<file path="src/rtl/core/mfwm_pkg.sv">
// ----------------------------------------------------------------------------
// mfwm_pkg
// Shared types, constants and helpers for the multi-filter wildcard matcher.
// ----------------------------------------------------------------------------
package mfwm_pkg;

   // Default geometry of the filter table.
   localparam int NUM_FILTERS_DEF  = 10;
   localparam int FILTER_BYTES_DEF = 15;

   // Pattern and folding characters.
   localparam logic [7:0] CHAR_STAR   = 8'h2A;
   localparam logic [7:0] CHAR_QUEST  = 8'h3F;
   localparam logic [7:0] CHAR_DOT    = 8'h2E;
   localparam logic [7:0] CHAR_LC_A   = 8'h61;
   localparam logic [7:0] CHAR_LC_Z   = 8'h7A;
   localparam logic [7:0] CASE_OFFSET = 8'd32;
   localparam logic [7:0] CHAR_NUL    = 8'h00;

   // Register map.
   localparam logic REG_IGNORE_CASE = 1'b0;

   // What a request transaction carries.
   typedef enum logic {
      KIND_TABLE = 1'b0,
      KIND_NAME  = 1'b1
   } kind_type;

   typedef struct packed {
      kind_type   kind;
      logic [3:0] filter_slot;
      logic [3:0] filter_offset;
      logic [7:0] byte_value;
      logic       last_byte;
   } item_type;

   // Match summary handed from cell to cell along with each item.
   typedef struct packed {
      logic stop;
      logic any;
   } carry_type;

   // Upper-case a lower-case letter when case is ignored.
   function automatic logic [7:0] fold(input logic [7:0] c, input logic ic);
      logic [7:0] r;
      r = c;
      if (ic && c >= CHAR_LC_A && c <= CHAR_LC_Z) begin
         r = c - CASE_OFFSET;
      end
      return r;
   endfunction

endpackage

</file>
<file path="src/rtl/core/mfwm_cell.sv">
// ----------------------------------------------------------------------------
// mfwm_cell
// One filter of the chain: holds its pattern bytes and active position set,
// advances the set on each name byte and passes the item to the next cell.
// ----------------------------------------------------------------------------
module mfwm_cell
   import mfwm_pkg::*;
#(
   parameter int CELL_INDEX   = 0,
   parameter int NUM_FILTERS  = NUM_FILTERS_DEF,
   parameter int FILTER_BYTES = FILTER_BYTES_DEF
) (
   input  logic      clock,
   input  logic      reset,
   input  logic      en,
   input  logic      ignore_case,
   input  logic      in_valid,
   input  item_type  in_item,
   input  carry_type in_carry,
   output logic      out_valid,
   output item_type  out_item,
   output carry_type out_carry
);

   localparam int NPOS = FILTER_BYTES + 1;

   logic [7:0]              tab_ff [FILTER_BYTES];
   logic [7:0]              tab_in [FILTER_BYTES];
   logic [NPOS-1:0]         act_ff, act_in;
   logic                    fresh_ff, fresh_in;
   logic                    valid_ff;
   item_type                item_ff;
   carry_type               carry_ff, carry_in;

   logic [FILTER_BYTES-1:0] nz, live, star, quest, eq, fire, stay;
   logic [NPOS-1:0]         rst_set, cur, raw, nxt, endp;
   logic                    accept;
   logic                    take, wr_ok, wr_mine;

   // Pattern byte classification and the live prefix of the filter.
   always_comb begin
      for (int p = 0; p < FILTER_BYTES; p++) begin
         nz[p]    = (tab_ff[p] != CHAR_NUL);
         star[p]  = (tab_ff[p] == CHAR_STAR);
         quest[p] = (tab_ff[p] == CHAR_QUEST);
         eq[p]    = (fold(tab_ff[p], ignore_case) == fold(in_item.byte_value, ignore_case));
      end
      live[0] = nz[0];
      for (int p = 1; p < FILTER_BYTES; p++) begin
         live[p] = live[p-1] & nz[p];
      end
   end

   // Start set: position zero plus every position reached across leading stars.
   always_comb begin
      rst_set    = '0;
      rst_set[0] = 1'b1;
      for (int p = 0; p < FILTER_BYTES; p++) begin
         rst_set[p+1] = rst_set[p] & live[p] & star[p];
      end
   end

   // Advance the active set by one name byte, then close over stars.
   always_comb begin
      cur = fresh_ff ? rst_set : act_ff;
      for (int p = 0; p < FILTER_BYTES; p++) begin
         stay[p] = cur[p] & live[p] & star[p];
         fire[p] = cur[p] & live[p] & ~star[p] & (quest[p] | eq[p]);
      end
      raw[0] = stay[0];
      for (int p = 1; p < FILTER_BYTES; p++) begin
         raw[p] = stay[p] | fire[p-1];
      end
      raw[FILTER_BYTES] = fire[FILTER_BYTES-1];
      nxt[0] = raw[0];
      for (int p = 0; p < FILTER_BYTES; p++) begin
         nxt[p+1] = raw[p+1] | (nxt[p] & live[p] & star[p]);
      end
   end

   // The filter accepts when the position just past its last byte is active.
   always_comb begin
      endp[0] = ~live[0];
      for (int p = 1; p < FILTER_BYTES; p++) begin
         endp[p] = live[p-1] & ~live[p];
      end
      endp[FILTER_BYTES] = live[FILTER_BYTES-1];
      accept = |(nxt & endp);
   end

   // Table writes: any in-range write restarts every cell, only one stores.
   always_comb begin
      take    = en & in_valid;
      wr_ok   = (in_item.kind == KIND_TABLE) &&
                (32'(in_item.filter_slot) < NUM_FILTERS) &&
                (32'(in_item.filter_offset) < FILTER_BYTES);
      wr_mine = take && wr_ok && (32'(in_item.filter_slot) == CELL_INDEX);
      for (int p = 0; p < FILTER_BYTES; p++) begin
         tab_in[p] = (wr_mine && (32'(in_item.filter_offset) == p)) ?
                     in_item.byte_value : tab_ff[p];
      end
   end

   // Next active set.
   always_comb begin
      act_in   = act_ff;
      fresh_in = fresh_ff;
      if (take) begin
         if (in_item.kind == KIND_TABLE) begin
            if (wr_ok) begin
               fresh_in = 1'b1;
            end
         end else if (in_item.last_byte) begin
            fresh_in = 1'b1;
         end else begin
            fresh_in = 1'b0;
            act_in   = nxt;
         end
      end
   end

   // Scanning stops at the first empty filter.
   always_comb begin
      carry_in.stop = in_carry.stop | ~nz[0];
      carry_in.any  = in_carry.any | (~carry_in.stop & accept);
   end

   // Filter bytes: filter zero comes up holding "*.*".
   always_ff @(posedge clock) begin
      for (int p = 0; p < FILTER_BYTES; p++) begin
         if (reset) begin
            if (CELL_INDEX == 0 && p == 0) begin
               tab_ff[p] <= CHAR_STAR;
            end else if (CELL_INDEX == 0 && p == 1) begin
               tab_ff[p] <= CHAR_DOT;
            end else if (CELL_INDEX == 0 && p == 2) begin
               tab_ff[p] <= CHAR_STAR;
            end else begin
               tab_ff[p] <= CHAR_NUL;
            end
         end else begin
            tab_ff[p] <= tab_in[p];
         end
      end
   end

   // Active set and restart flag.
   always_ff @(posedge clock) begin
      if (reset) begin
         fresh_ff <= 1'b1;
      end else begin
         fresh_ff <= fresh_in;
      end
      act_ff <= act_in;
   end

   // Stage register toward the next cell.
   always_ff @(posedge clock) begin
      if (reset) begin
         valid_ff <= 1'b0;
      end else if (en) begin
         valid_ff <= in_valid;
      end
      if (en) begin
         item_ff  <= in_item;
         carry_ff <= carry_in;
      end
   end

   assign out_valid = valid_ff;
   assign out_item  = item_ff;
   assign out_carry = carry_ff;

endmodule

</file>
<file path="config.mk">
export PLATFORM = sky130hd
export DESIGN_NAME = mfwm_cell
export DESIGN_NICKNAME = d
export VERILOG_FILES = /design/src/rtl/core/mfwm_pkg.sv /design/src/rtl/core/mfwm_cell.sv
export SDC_FILE = /design/constraint.sdc
export NUM_CORES = 1
export LEC_CHECK = 0
export BUFFER_PORTS_ARGS = -buffer_cell sky130_fd_sc_hd__buf_2
export CORE_MARGIN = 1
export CORE_UTILIZATION = 32
export CTS_CLUSTER_DIAMETER = 60
export CTS_CLUSTER_SIZE = 14
export DETAILED_ROUTE_END_ITERATION = 12
export HOLD_SLACK_MARGIN = 0.02
export SLEW_MARGIN = 20
export SYNTH_ARGS = -nofsm -noshare
export SYNTH_HDL_FRONTEND = slang
export SYNTH_SLANG_ARGS = --single-unit
</file>
<file path="constraint.sdc">
create_clock -name clock -period 8.3 [get_ports clock]
set_input_delay 1.66 -clock clock [delete_from_list [all_inputs] [get_ports clock]]
set_output_delay 1.66 -clock clock [all_outputs]
set_load 0.05 [all_outputs]
</file>
==> results.md <==
- The cell sitting at the root of the clock tree is a clkbuf_16.
- The count of nets left with antenna violations once routing finished came out at 0.
- The routed length per placed instance is 17.5 um.
- For the worst setup path, the data required time is 8.48 ns.
- Once the floorplan was initialized, standard cells occupied 32.7% of the core.
- The post-synthesis compound-gate area fraction is 14.4%.
- In this run the mean area of a mapped cell was around 8.4 um^2.
- After synthesis, flip-flops and latches occupy 33.7% of the total area.
- By area, the combinational part of the netlist is dominated by simple AND/OR/NAND/NOR gates.
- Routability-driven placement finished with a final weighted congestion of 0.981.
- The final-report hold violation count is 0.
- The count of warnings emitted by yosys is 0.
- The maximum root-to-sink buffer count is 2.
- The routed wire length is between 20 and 30 mm.
- In the final timing run, aggregate negative setup slack is 0 ns.
- The number of setup violations in the final report is 0.
- The pin count of the biggest net entering global routing is 77.
- Data on the critical path arrives at its endpoint at between 5 and 6 ns.
- The number of pins with negative max-slew slack in the final report was 0.
- The cell internal power dissipation is 1.28 mW.
- The detailed router's first-iteration violation count is 600.
- The clock network is responsible for around 46% of the overall power.
- Of the post-synthesis cell area, the dominant cell type holds 23.5%.
- The multi-input logic area is 0.00641 mm^2.
- The number of inserted filler cells in the final layout is 3231.
- The slowest library cell on the worst path is o41ai_4.
- The adder-cell area share of the yosys netlist is slightly below 2%.
- The peak fanout along the critical path is 14.
- The clock transition time at the flip-flop clock pins of the worst setup and hold paths is 0.06 ns.
- In this run the static leakage power is 4.16 nW.
- Counting flops with an async set or reset pin after synthesis yields a share of 0%.
- Combinational cells account for 8.6% of the total power.
- The area inside the core boundary is 0.0317 mm^2.
- After global routing the overflow that remains totals 0.
- Clock tree synthesis inserted a total of 17 buffers.
- For this run, design rule violations remaining after detail routing come to 0.
- The fraction of final layout cells with drive strength greater than 1 is 10.5%.
- The gate family responsible for the most delay along the worst path is compound AO/OA/AOI/OAI gates.
- The area fraction in and, or, nand and nor cells after synthesis is a little over a quarter.
- The startpoint of the most critical setup path is in_item[6].
- The worst path uses 63.8% of the clock period.
- The total I/O pin count is 46.
- The synthesized netlist devotes 10.0% of its cell area to XOR and XNOR gates.
- CTS built an H-tree with a depth of 4.
- The power per unit of standard cell area is approximately 150 mW/mm^2.
- The post-DP HPWL is 20.4 mm.
- The sequential cells in the finished layout cover a total of 0.00349 mm^2.
- The clock tree from TritonCTS is yes.
- The critical path is of the primary input to flip-flop type.
- The largest total area in the synthesized netlist belongs to dfxtp_1.
- The critical path startpoint category is a primary input.
- The worst slew slack as a fraction of its limit is 28.4%.
- The number of synthesized register bits is roughly 160.
- Setup repair after global routing left no endpoint under its margin.
- The cts-stage hold buffer count is 0.
- The quantity of gates resized following cts is 0.
- The number of I/O port buffers is 45.
- In this run the cell area of the synthesized design comes to a little over 0.01 mm^2.
- The number of max-capacitance violations reported is 0.
- The clock network latency to the later pin of the worst-skew pair is 0.43 ns.
- The buffering stage count on the worst path with inverters included is 3.
- The transition time of the tightest slew-check pin is 1.07 ns.
- Across every metal layer, demand over resource in global routing totals 17.7%.
- The delay of the slowest cell on the worst path is between 0.7 and 0.8 ns.
- Yosys attributes the largest share of cell area to dfxtp_1, edfxtp_1, mux2i_1, nor2_1, xor2_1.
- The critical path's most frequent cell is nand2_1.
- For this design the total switching power over the nets is about 460 uW.
- The initial antenna violation count is 0.
- The achievable frequency is 0.189 GHz.
- The number of vias per cell after detailed routing is 5.45.
- The type of element capturing the critical path is a flip-flop.
- For this design, the sink count on the clock tree is 157.
- The post-route minimum period is 5.30 ns.
- The primary flip-flop cell chosen by synthesis mapping is dfxtp_1.
- Measured against the total synthesized area, the mux share comes to 9.18%.
- The post-synthesis net count is 1276.
- Post-CTS timing repair inserted 0 buffers for setup.
- The worst-case IR drop observed on VDD is 0.0000903 V.
- The worst min-delay path category is flip-flop to flip-flop.
- The count of unique library cells instantiated by Yosys is 89.
- The setup clock skew after layout is 0.00839 ns.
- The area overhead of the layout relative to synthesis is 10.7%.
- The net switching share of the total power is 26.7%.
- The die is 182 um tall.
- For this block, the via count after detailed routing is 9015.
- The power consumption is 1.74 mW.
- Row generation in the floorplan step produced 65 rows.
- The critical register-to-register path startpoint is fresh_ff.
- Counting flops with a built-in enable in the synthesized netlist gives 35.
- After technology mapping, the gate count stands at 1235.
- The power share of the sequential group is 45.5%.
- In this run the horizontal extent of the chip is 182 um.
- In this run the most critical hold path is launched from out_valid.
- The flow ran to the end, and the final reports show no timing, DRC or antenna violations.
- The die outline area is around 0.033 mm^2.
- The signal on the critical path passes through buf_2, inv_1, ha_1, nand2_1, o41ai_4, buf_4, xnor2_1, a32o_1, a211oi_1, o21ai_1, a211oi_2, o31ai_4, o211ai_2, nand2_1, a31o_1.
- The number of global-route vias before repair is 8500.
- For this run, the detailed router's first-pass iteration total came to 7.
- The first global-routing pass estimated 46.1 mm of wire.
- The net count reported at finish is 1280.
- The antenna diode instance count is 0.
-- cells in the mapped netlist (all sizes together) (5+ instances only) --
library cell    n
nand3          44
ha             16
nand2          81
nor3           49
nor3b           5
nor2b          17
nor2          193
nor4           35
inv            47
xnor2          48
buf            17
o21ai          31
nand4b          8
o41ai          14
o21bai         11
or3            15
or2             9
a31oi           7
mux2i          94
nand4          24
o31ai          18
o211ai         12
a21oi          53
or4            12
a211o          11
nand3b          6
clkbuf         53
and3           11
xor2           71
dfxtp         122
edfxtp         35
nand2b          6
-- path summary, 6_finish.rpt --
check / endpoint / slack [ns] / depth (start not counted)
max reg2reg: out_carry[0] / 4.31 / 11
max: act_ff[14] / 3.00 / 15
min: out_valid / 0.48 / 2
min reg2reg: out_valid / 0.48 / 2
-- cell type report --
cell class                      instances  area share, %
Multi-Input combinational cell        959           55.8
Clock inverter                         15           1.38
Inverter                               47           1.54
Timing Repair Buffer                   57           2.77
Sequential cell                       157           30.4
Tap cell                              402           4.38
Clock buffer                           17           3.70
-- through the flow --
step	area (um^2)	worst slack [ns]	util, %	instances	hold slack (ns)
2_1_floorplan	10400	3.52	-	1235	0.492
3_3_place_gp	10900	2.60	34.4	1622	0.465
6_report	11500	3.00	36.2	1654	0.482
4_1_cts	11500	3.02	36.2	1654	0.483
5_1_grt	11500	2.74	36.2	1654	0.513
3_5_place_dp	10900	2.56	34.4	1622	0.474
-- flip-flops by register name (all words and copies together) (netlist names) --
register   count
tab_ff       120
fresh_ff       1
out_carry      2
out_valid      1
act_ff        15
out_item      18
-- routing by layer --
layer,share of wire [%],routed length (um),track usage [%]
met1,46,13400,22.6
met2,47,13700,29.9
met3,4.1,1190,3.23
met4,2.1,621,5.61
met5,0,0,0
-- kinds of logic after synthesis --
logic type,after synthesis
compound gates,199
xor+xnor,119
fa+ha+maj,16
buf+inv,119
flops,157
mux,95
simple gates,530
-- worst reg2reg max path, delay by kind of cell (launching register included) --
family                 cells  cell delay, ns
AO/OA/AOI/OAI              8            2.26
buffers and inverters      1            0.51
flip-flops                 1            0.78
AND/OR/NAND/NOR            2            0.30
-- layout by cell type (no fill, tap or decap), types with 10 or more instances in the layout --
cell type,n
nand3_1,43
nor4_1,30
and3_1,11
mux2i_1,94
o21bai_1,11
xnor2_1,48
o21ai_0,26
nor2b_1,17
buf_2,44
inv_1,46
or3_1,14
o211ai_1,10
nor3_1,47
clkbuf_16,17
a211o_1,11
a21oi_1,52
nand2_1,80
buf_4,13
dfxtp_1,122
nand4_1,24
xor2_1,71
or4_1,10
o31ai_1,15
edfxtp_1,35
ha_1,16
nor2_1,193
-- power by group through the flow --
stage	registers, mW	logic (mW)	clock network [mW]
finish	0.793	0.149	0.799
detailed placement	0.810	0.149	0
floorplan	0.838	0.0752	0
CTS	0.793	0.150	0.816
global route	0.794	0.159	0.847
global placement	0.810	0.148	0
Note: power is estimated with default switching activity, not from simulation.
